File: src/design/lsc_pkg.sv
// Shared types, codes and constants for the line sensor conditioner.
// Used by lsc_channel and line_sensor_conditioner; depends on nothing else.
package lsc_pkg;

	localparam int SampleW = 10;
	localparam int LevelW  = 18;   // Q10.8 running average
	localparam int AlphaW  = 9;    // Q1.8, 256 means one
	localparam int EchoW   = 15;
	localparam int DistW   = 10;
	localparam int CfgIdxW = 8;
	localparam int CfgW    = 10;

	localparam logic [AlphaW-1:0] AlphaOne = 9'd256;

	// floor(x / 58) as (x * 36158) >> 21; exact for every 15-bit x.
	localparam logic [15:0] Div58Recip = 16'd36158;
	localparam int          Div58Shift = 21;

	typedef enum logic [CfgIdxW-1:0] {
		CFG_ALPHA      = 8'd0,
		CFG_ENTER      = 8'd1,
		CFG_LEAVE      = 8'd2,
		CFG_OBST_LIMIT = 8'd3
	} cfg_index_t;

	localparam logic [AlphaW-1:0]  AlphaReset      = 9'd77;
	localparam logic [SampleW-1:0] EnterReset      = 10'd300;
	localparam logic [SampleW-1:0] LeaveReset      = 10'd600;
	localparam logic [DistW-1:0]   ObstLimitReset  = 10'd10;

	typedef enum logic [2:0] {
		DRIVE_STOP         = 3'd0,
		DRIVE_INTERSECTION = 3'd1,
		DRIVE_LEFT         = 3'd2,
		DRIVE_RIGHT        = 3'd3,
		DRIVE_FOLLOW       = 3'd4,
		DRIVE_END          = 3'd5
	} drive_t;

	typedef struct packed {
		logic [SampleW-1:0] left_sample;
		logic [SampleW-1:0] middle_sample;
		logic [SampleW-1:0] right_sample;
		logic [EchoW-1:0]   echo_us;
	} in_item_t;

	typedef struct packed {
		logic             left_on_line;
		logic             middle_on_line;
		logic             right_on_line;
		logic             obstacle_seen;
		logic [DistW-1:0] distance_cm;
		logic             distance_valid;
		drive_t           drive_state;
	} out_item_t;

	// Settings shared by the three reflectance channels.
	typedef struct packed {
		logic [AlphaW-1:0]  alpha;      // already limited to one
		logic [AlphaW-1:0]  alpha_inv;  // one minus alpha
		logic [SampleW-1:0] enter_level;
		logic [SampleW-1:0] leave_level;
	} chan_cfg_t;

endpackage

File: src/design/lsc_channel.sv
// One reflectance channel: exponential average and on-line hysteresis flag.
// Depends on lsc_pkg.
module lsc_channel (
	input  logic                     clk,
	input  logic                     arst_n,
	input  lsc_pkg::chan_cfg_t       cfg,
	input  logic [lsc_pkg::SampleW-1:0] sample,
	input  logic                     commit,
	output logic                     on_line
);
	import lsc_pkg::*;

	logic [LevelW-1:0]  level_q;
	logic               primed_q;
	logic               flag_q;
	logic [18:0]        new_term;
	logic [26:0]        hold_term;
	logic [19:0]        ema_sum;
	logic [LevelW-1:0]  level_next;
	logic [LevelW-1:0]  enter_thr;
	logic [LevelW-1:0]  leave_thr;

	// The new sample enters as alpha * sample * 256, so after the shift by eight
	// only the old-average term carries a fraction to drop.
	assign new_term  = 19'(cfg.alpha) * 19'(sample);
	assign hold_term = 27'(cfg.alpha_inv) * 27'(level_q);
	assign ema_sum   = 20'(new_term) + 20'(hold_term[26:8]);

	assign level_next = primed_q ? ema_sum[LevelW-1:0] : {sample, 8'd0};
	assign enter_thr  = {cfg.enter_level, 8'd0};
	assign leave_thr  = {cfg.leave_level, 8'd0};

	always_comb begin
		if (flag_q) begin
			on_line = !(level_next > leave_thr);
		end else begin
			on_line = level_next < enter_thr;
		end
	end

	always_ff @(posedge clk or negedge arst_n) begin
		if (!arst_n) begin
			level_q  <= '0;
			primed_q <= 1'b0;
			flag_q   <= 1'b0;
		end else if (commit) begin
			level_q  <= level_next;
			primed_q <= 1'b1;
			flag_q   <= on_line;
		end
	end

endmodule

File: src/design/line_sensor_conditioner.sv
// Top level of the line sensor conditioner: input and result registers,
// echo distance, obstacle flag and drive decode. Depends on lsc_pkg, lsc_channel.
//
// Usage:
//   Input channel in_valid/in_ready/in_item carries three reflectance samples
//   and one echo time. Result channel out_valid/out_ready/out_item returns one
//   result per input transfer, in order.
//   An accepted item is held in the input register, where the channel
//   averages, hysteresis, the divide by 58 and the drive decode are worked out
//   in one pass; the result then moves into the output register, which raises
//   out_valid, once that register is free or out_ready is high. One item per
//   cycle is sustained while out_ready stays high.
//   When the receiver stalls, the result waits in the output register and one
//   more item may be taken into the input register; in_ready then drops until
//   the result transfer frees a slot. Channel state is only updated when an
//   item moves into the output register.
//   Reset clears the averages, primed and line flags and the obstacle flag,
//   and loads the register defaults (alpha 77, enter 300, leave 600, limit 10).
//   Configuration: cfg_we, cfg_index, cfg_data; write only while idle.
module line_sensor_conditioner (
	input  logic                        clk,
	input  logic                        arst_n,
	input  logic                        cfg_we,
	input  logic [lsc_pkg::CfgIdxW-1:0] cfg_index,
	input  logic [lsc_pkg::CfgW-1:0]    cfg_data,
	input  logic                        in_valid,
	output logic                        in_ready,
	input  lsc_pkg::in_item_t           in_item,
	output logic                        out_valid,
	input  logic                        out_ready,
	output lsc_pkg::out_item_t          out_item
);
	import lsc_pkg::*;

	logic [AlphaW-1:0]  alpha_q;
	logic [SampleW-1:0] enter_q;
	logic [SampleW-1:0] leave_q;
	logic [DistW-1:0]   obst_limit_q;

	in_item_t  item_s1;
	logic      valid_s1;
	out_item_t out_item_q;
	logic      out_valid_q;
	logic      obstacle_q;

	logic      advance;
	chan_cfg_t chan_cfg;
	logic      left_on, middle_on, right_on;
	logic [30:0]      echo_prod;
	logic [DistW-1:0] dist_cm;
	logic             dist_valid;
	logic             obstacle_next;
	drive_t           drive;
	out_item_t        result;

	always_ff @(posedge clk or negedge arst_n) begin
		if (!arst_n) begin
			alpha_q      <= AlphaReset;
			enter_q      <= EnterReset;
			leave_q      <= LeaveReset;
			obst_limit_q <= ObstLimitReset;
		end else if (cfg_we) begin
			case (cfg_index)
				CFG_ALPHA:      alpha_q      <= cfg_data[AlphaW-1:0];
				CFG_ENTER:      enter_q      <= cfg_data[SampleW-1:0];
				CFG_LEAVE:      leave_q      <= cfg_data[SampleW-1:0];
				CFG_OBST_LIMIT: obst_limit_q <= cfg_data[DistW-1:0];
				default: ;
			endcase
		end
	end

	assign advance  = valid_s1 && (!out_valid_q || out_ready);
	assign in_ready = !valid_s1 || advance;

	always_ff @(posedge clk or negedge arst_n) begin
		if (!arst_n) begin
			valid_s1 <= 1'b0;
		end else if (in_ready) begin
			valid_s1 <= in_valid;
		end
	end

	always_ff @(posedge clk) begin
		if (in_ready && in_valid) begin
			item_s1 <= in_item;
		end
	end

	always_comb begin
		chan_cfg.alpha       = (alpha_q > AlphaOne) ? AlphaOne : alpha_q;
		chan_cfg.alpha_inv   = AlphaOne - chan_cfg.alpha;
		chan_cfg.enter_level = enter_q;
		chan_cfg.leave_level = leave_q;
	end

	lsc_channel u_left (
		.clk     (clk),
		.arst_n  (arst_n),
		.cfg     (chan_cfg),
		.sample  (item_s1.left_sample),
		.commit  (advance),
		.on_line (left_on)
	);

	lsc_channel u_middle (
		.clk     (clk),
		.arst_n  (arst_n),
		.cfg     (chan_cfg),
		.sample  (item_s1.middle_sample),
		.commit  (advance),
		.on_line (middle_on)
	);

	lsc_channel u_right (
		.clk     (clk),
		.arst_n  (arst_n),
		.cfg     (chan_cfg),
		.sample  (item_s1.right_sample),
		.commit  (advance),
		.on_line (right_on)
	);

	// Divide by 58 through a reciprocal multiply; no echo reports zero distance.
	assign echo_prod     = 31'(item_s1.echo_us) * 31'(Div58Recip);
	assign dist_valid    = item_s1.echo_us != '0;
	assign dist_cm       = dist_valid ? echo_prod[Div58Shift+DistW-1:Div58Shift] : '0;
	assign obstacle_next = dist_valid ? (dist_cm <= obst_limit_q) : obstacle_q;

	always_comb begin
		if (obstacle_next) begin
			drive = DRIVE_STOP;
		end else begin
			case ({left_on, middle_on, right_on}) inside
				3'b111, 3'b110, 3'b011: drive = DRIVE_INTERSECTION;
				3'b100:                 drive = DRIVE_LEFT;
				3'b001:                 drive = DRIVE_RIGHT;
				3'b010, 3'b101:         drive = DRIVE_FOLLOW;
				default:                drive = DRIVE_END;
			endcase
		end
	end

	always_comb begin
		result.left_on_line   = left_on;
		result.middle_on_line = middle_on;
		result.right_on_line  = right_on;
		result.obstacle_seen  = obstacle_next;
		result.distance_cm    = dist_cm;
		result.distance_valid = dist_valid;
		result.drive_state    = drive;
	end

	always_ff @(posedge clk or negedge arst_n) begin
		if (!arst_n) begin
			out_valid_q <= 1'b0;
			obstacle_q  <= 1'b0;
		end else begin
			if (advance) begin
				out_valid_q <= 1'b1;
				obstacle_q  <= obstacle_next;
			end else if (out_ready) begin
				out_valid_q <= 1'b0;
			end
		end
	end

	always_ff @(posedge clk) begin
		if (advance) begin
			out_item_q <= result;
		end
	end

	assign out_valid = out_valid_q;
	assign out_item  = out_item_q;

endmodule
File: config.mk
export PLATFORM = sky130hd
export DESIGN_NAME = line_sensor_conditioner
export DESIGN_NICKNAME = d
export VERILOG_FILES = /design/src/design/lsc_pkg.sv /design/src/design/lsc_channel.sv /design/src/design/line_sensor_conditioner.sv
export SDC_FILE = /design/constraint.sdc
export NUM_CORES = 2
export LEC_CHECK = 0
export BUFFER_PORTS_ARGS = -buffer_cell sky130_fd_sc_hd__buf_2
export CAP_MARGIN = 40
export CELL_PAD_IN_SITES_DETAIL_PLACEMENT = 0
export CELL_PAD_IN_SITES_GLOBAL_PLACEMENT = 1
export CORE_MARGIN = 3
export CORE_UTILIZATION = 56
export DETAILED_ROUTE_END_ITERATION = 7
export PLACE_DENSITY_LB_ADDON = 0.12
export RECOVER_POWER = 50
export SLEW_MARGIN = 20
export SYNTH_ARGS = -nofsm -noshare
export SYNTH_HDL_FRONTEND = slang
export SYNTH_SLANG_ARGS = --single-unit
File: constraint.sdc
create_clock -name clk -period 15.9 [get_ports clk]
set_input_delay 3.18 -clock clk [delete_from_list [all_inputs] [get_ports clk]]
set_output_delay 3.18 -clock clk [all_outputs]
set_load 0.02 [all_outputs]
==> results_dict.tcl <==
set metrics [dict create \
    first_pass_iters 5 \
    synthCells 3848 \
    rows 91 \
    portBuffers 87 \
    hold_end "enter_q[7]" \
    h-tree-depth 4 \
    tns_ns 0 \
    grt_max_degree 64 \
    cts_inserted_buffers 17 \
    yosysWarnings 0 \
    avgSynthCellArea_um2 9.24 \
    slowest_delay_ns 0.69 \
    max_freq_ghz 0.0834 \
    dr_total_vias 25500 \
    drv_cap 4 \
    min_path_cells 1 \
    start_util 0.571 \
    die_w_um 258 \
    wl_per_cell_um 19.5 \
    synth_xor_area_frac 0.0303 \
    wl_met1_mm 42.7 \
    top_layer "met4" \
    dpl_worst_slack_ns 4.12 \
    clockBufferDepth 2 \
    synth_compound_area_frac 0.0552 \
    timing.hold.ws_ns 0.507 \
    detail_route.vias_per_cell 5.47 \
    grt_overflow 0 \
    postRouteAntennaNets 0 \
    rr_worst_depth 42 \
    syn-cell-area_um2 35500 \
    root_buffer "clkbuf_16" \
    async_reset_ff_frac 0.613 \
    die_y_um 258 \
    synth_top_family_by_area "adder cells" \
    final_cell_mix "803 x inv_1, 619 x fa_1, 531 x nand2_1" \
    grt_pass1_wl_mm 150 \
    hp-class "reg -> reg" \
    place.gp.congestion 0.958 \
    synth-seq-cells 163 \
    yosys-top-cells-area "fa_1 35%, ha_1 16%, inv_1 8.5%" \
    dpl.hpwl_mm 72.5 \
    clk_pin_slew_ns 0.08 \
    seq_area_frac_synth 0.124 \
    grt_usage 0.288 \
    crit_path_end_kind "flip-flop" \
    crit_type "reg -> reg" \
    rsz0062_at_grt "no" \
    cp_common_cell "fa_1" \
    relSlewSlack -1.24 \
    ys_types 69 \
    first_global_vias 27100 \
    cp_max_fo 54 \
    synth-simple-area-share 0.157 \
    slowest_stage "nor4_1" \
    finalSetupViolations 0 \
    syn-num-nets 4978 \
    r2r_start "alpha_q[8]" \
    insertion_delay_ns 0.48 \
    drtIter0Drc 1834 \
    dieArea_um2 66500 \
    cp.required_ns 16.11 \
    drive_gt1_frac 0.0699 \
    post-route-min-period_ns 11.99 \
    drc 0 \
    n_antenna_cell 0 \
    core_um2 62300 \
    status "finished, violations left" \
    worstSetupStartpointType "flip-flop" \
    areaGrowthSynthToFinish_pct 4.96 \
    ys.flop_type "dfrtp_1" \
    dr_wl_met2_mm 40.8 \
    yosysTopAreaCell "fa_1" \
    fin_skew_ns 0.0162 \
    violations "capacitance limit, slew limit" \
    antenna_found_initial 0 \
    boundaryPins 88 \
    post-cts-setup-buffer-count 0 \
    tritoncts "yes" \
    synth_top_area_share 0.349 \
    routed_wl_mm 90.9 \
    hold_violations 0 \
    period_share 0.754 \
    clock_sinks 163 \
    synthAdderAreaFrac 0.505 \
    cts_resized 0 \
    finalWorstSetupSlack_ns 3.91 \
    ctsHoldBuffers 0 \
    synth_mux_area_frac 0.0247 \
    synth_edf_count 63 \
    min_from "enter_q[7]" \
    num-nets-final 4936 \
    tightest_slew_ns 3.35 \
    slew_violations 213 \
    wl_met3_mm 5.64 \
    r2r_slack_ns 3.91 \
    cp.arrival_ns 12.20 \
    final_common_cell "inv_1" \
    r2r-end "out_item[0]" \
]
## area by class of cell
type                            instances  area, um2
Clock buffer                           18        439
Clock inverter                         14        179
Fill cell                            5525      25000
Tap cell                              837       1050
Sequential cell                       163       4410
Timing Repair Buffer                  116        641
Multi-Input combinational cell       2704      27600
Inverter                              804       3020
## through the flow
| step | instance area, um2 | utilization | std cells |
|---|---|---|---|
| 6_report | 37300 | 0.599 | 4656 |
| 5_1_grt | 37300 | 0.599 | 4656 |
| 4_1_cts | 37300 | 0.599 | 4656 |
| 3_5_place_dp | 36700 | 0.589 | 4624 |
| 3_3_place_gp | 36700 | 0.589 | 4622 |
| 2_1_floorplan | 35500 | - | 3848 |
## sequential cells by signal, summed over array words and instances (netlist names), 9 cells and up
register	flops
enter_q	10
leave_q	10
item_s1	45
u_middle.level_q	18
u_right.level_q	18
alpha_q	9
out_item	18
obst_limit_q	10
u_left.level_q	18
## cells in the mapped netlist, drive strengths merged, types with 3 or more instances
cell / count
and3: 7
nand3b: 8
xor2: 35
nor3: 34
inv: 804
a31oi: 10
o211ai: 6
a311o: 3
a21o: 30
nand3: 29
o31ai: 10
o21bai: 7
nand2: 532
nor4: 7
or2: 6
nor2: 88
and4: 5
o31a: 5
o21ai: 53
a21oi: 80
mux2: 76
or3: 11
a41oi: 5
a211oi: 14
nor2b: 22
ha: 443
xnor2: 88
clkbuf: 130
dfrtp: 86
buf: 47
a22o: 7
nand2b: 15
o22ai: 5
and2: 356
dfstp: 14
edfxtp: 63
fa: 619
a211o: 6
nand4: 18
o21a: 28
a311oi: 4
## metal layers
layer,GRT usage,vias up
li1,-,11700
met1,0.432,12900
met2,0.447,757
met3,0.0404,110
met4,0.0626,0
met5,0,-
## worst max-delay path, delay by kind of cell (launching register included)
family / cells / cell delay [ns]
DFF: 1 / 0.58
AOI/OAI and AO/OA: 18 / 4.15
muxes: 1 / 0.31
adders and majority gates: 8 / 3.43
xor gates and xnor gates: 1 / 0.25
and+or+nand+nor: 9 / 1.88
buffers and inverters: 5 / 1.09
## worst max path at each step
stage                     startpoint          end  slack (ns)  depth (start not counted)
final                     alpha_q[8]  out_item[0]        3.91                         42
after global routing      alpha_q[8]  out_item[0]        3.08                         42
after CTS                 alpha_q[8]  out_item[0]        4.05                         42
after detailed placement  alpha_q[8]  out_item[0]        4.12                         42
after global placement    alpha_q[8]  out_item[0]        4.07                         42
after floorplan           alpha_q[0]  out_item[0]        5.74                         43
## cell families after synthesis
group                      Yosys count
buffers and inverters              981
muxes                               78
xor gates and xnor gates           123
and+or+nand+nor                   1147
DFF                                163
adders and majority gates         1062
AOI/OAI and AO/OA                  294
Power is not shown: default switching activity piles up to over one toggle a cycle in this logic, so the estimate is an artifact.
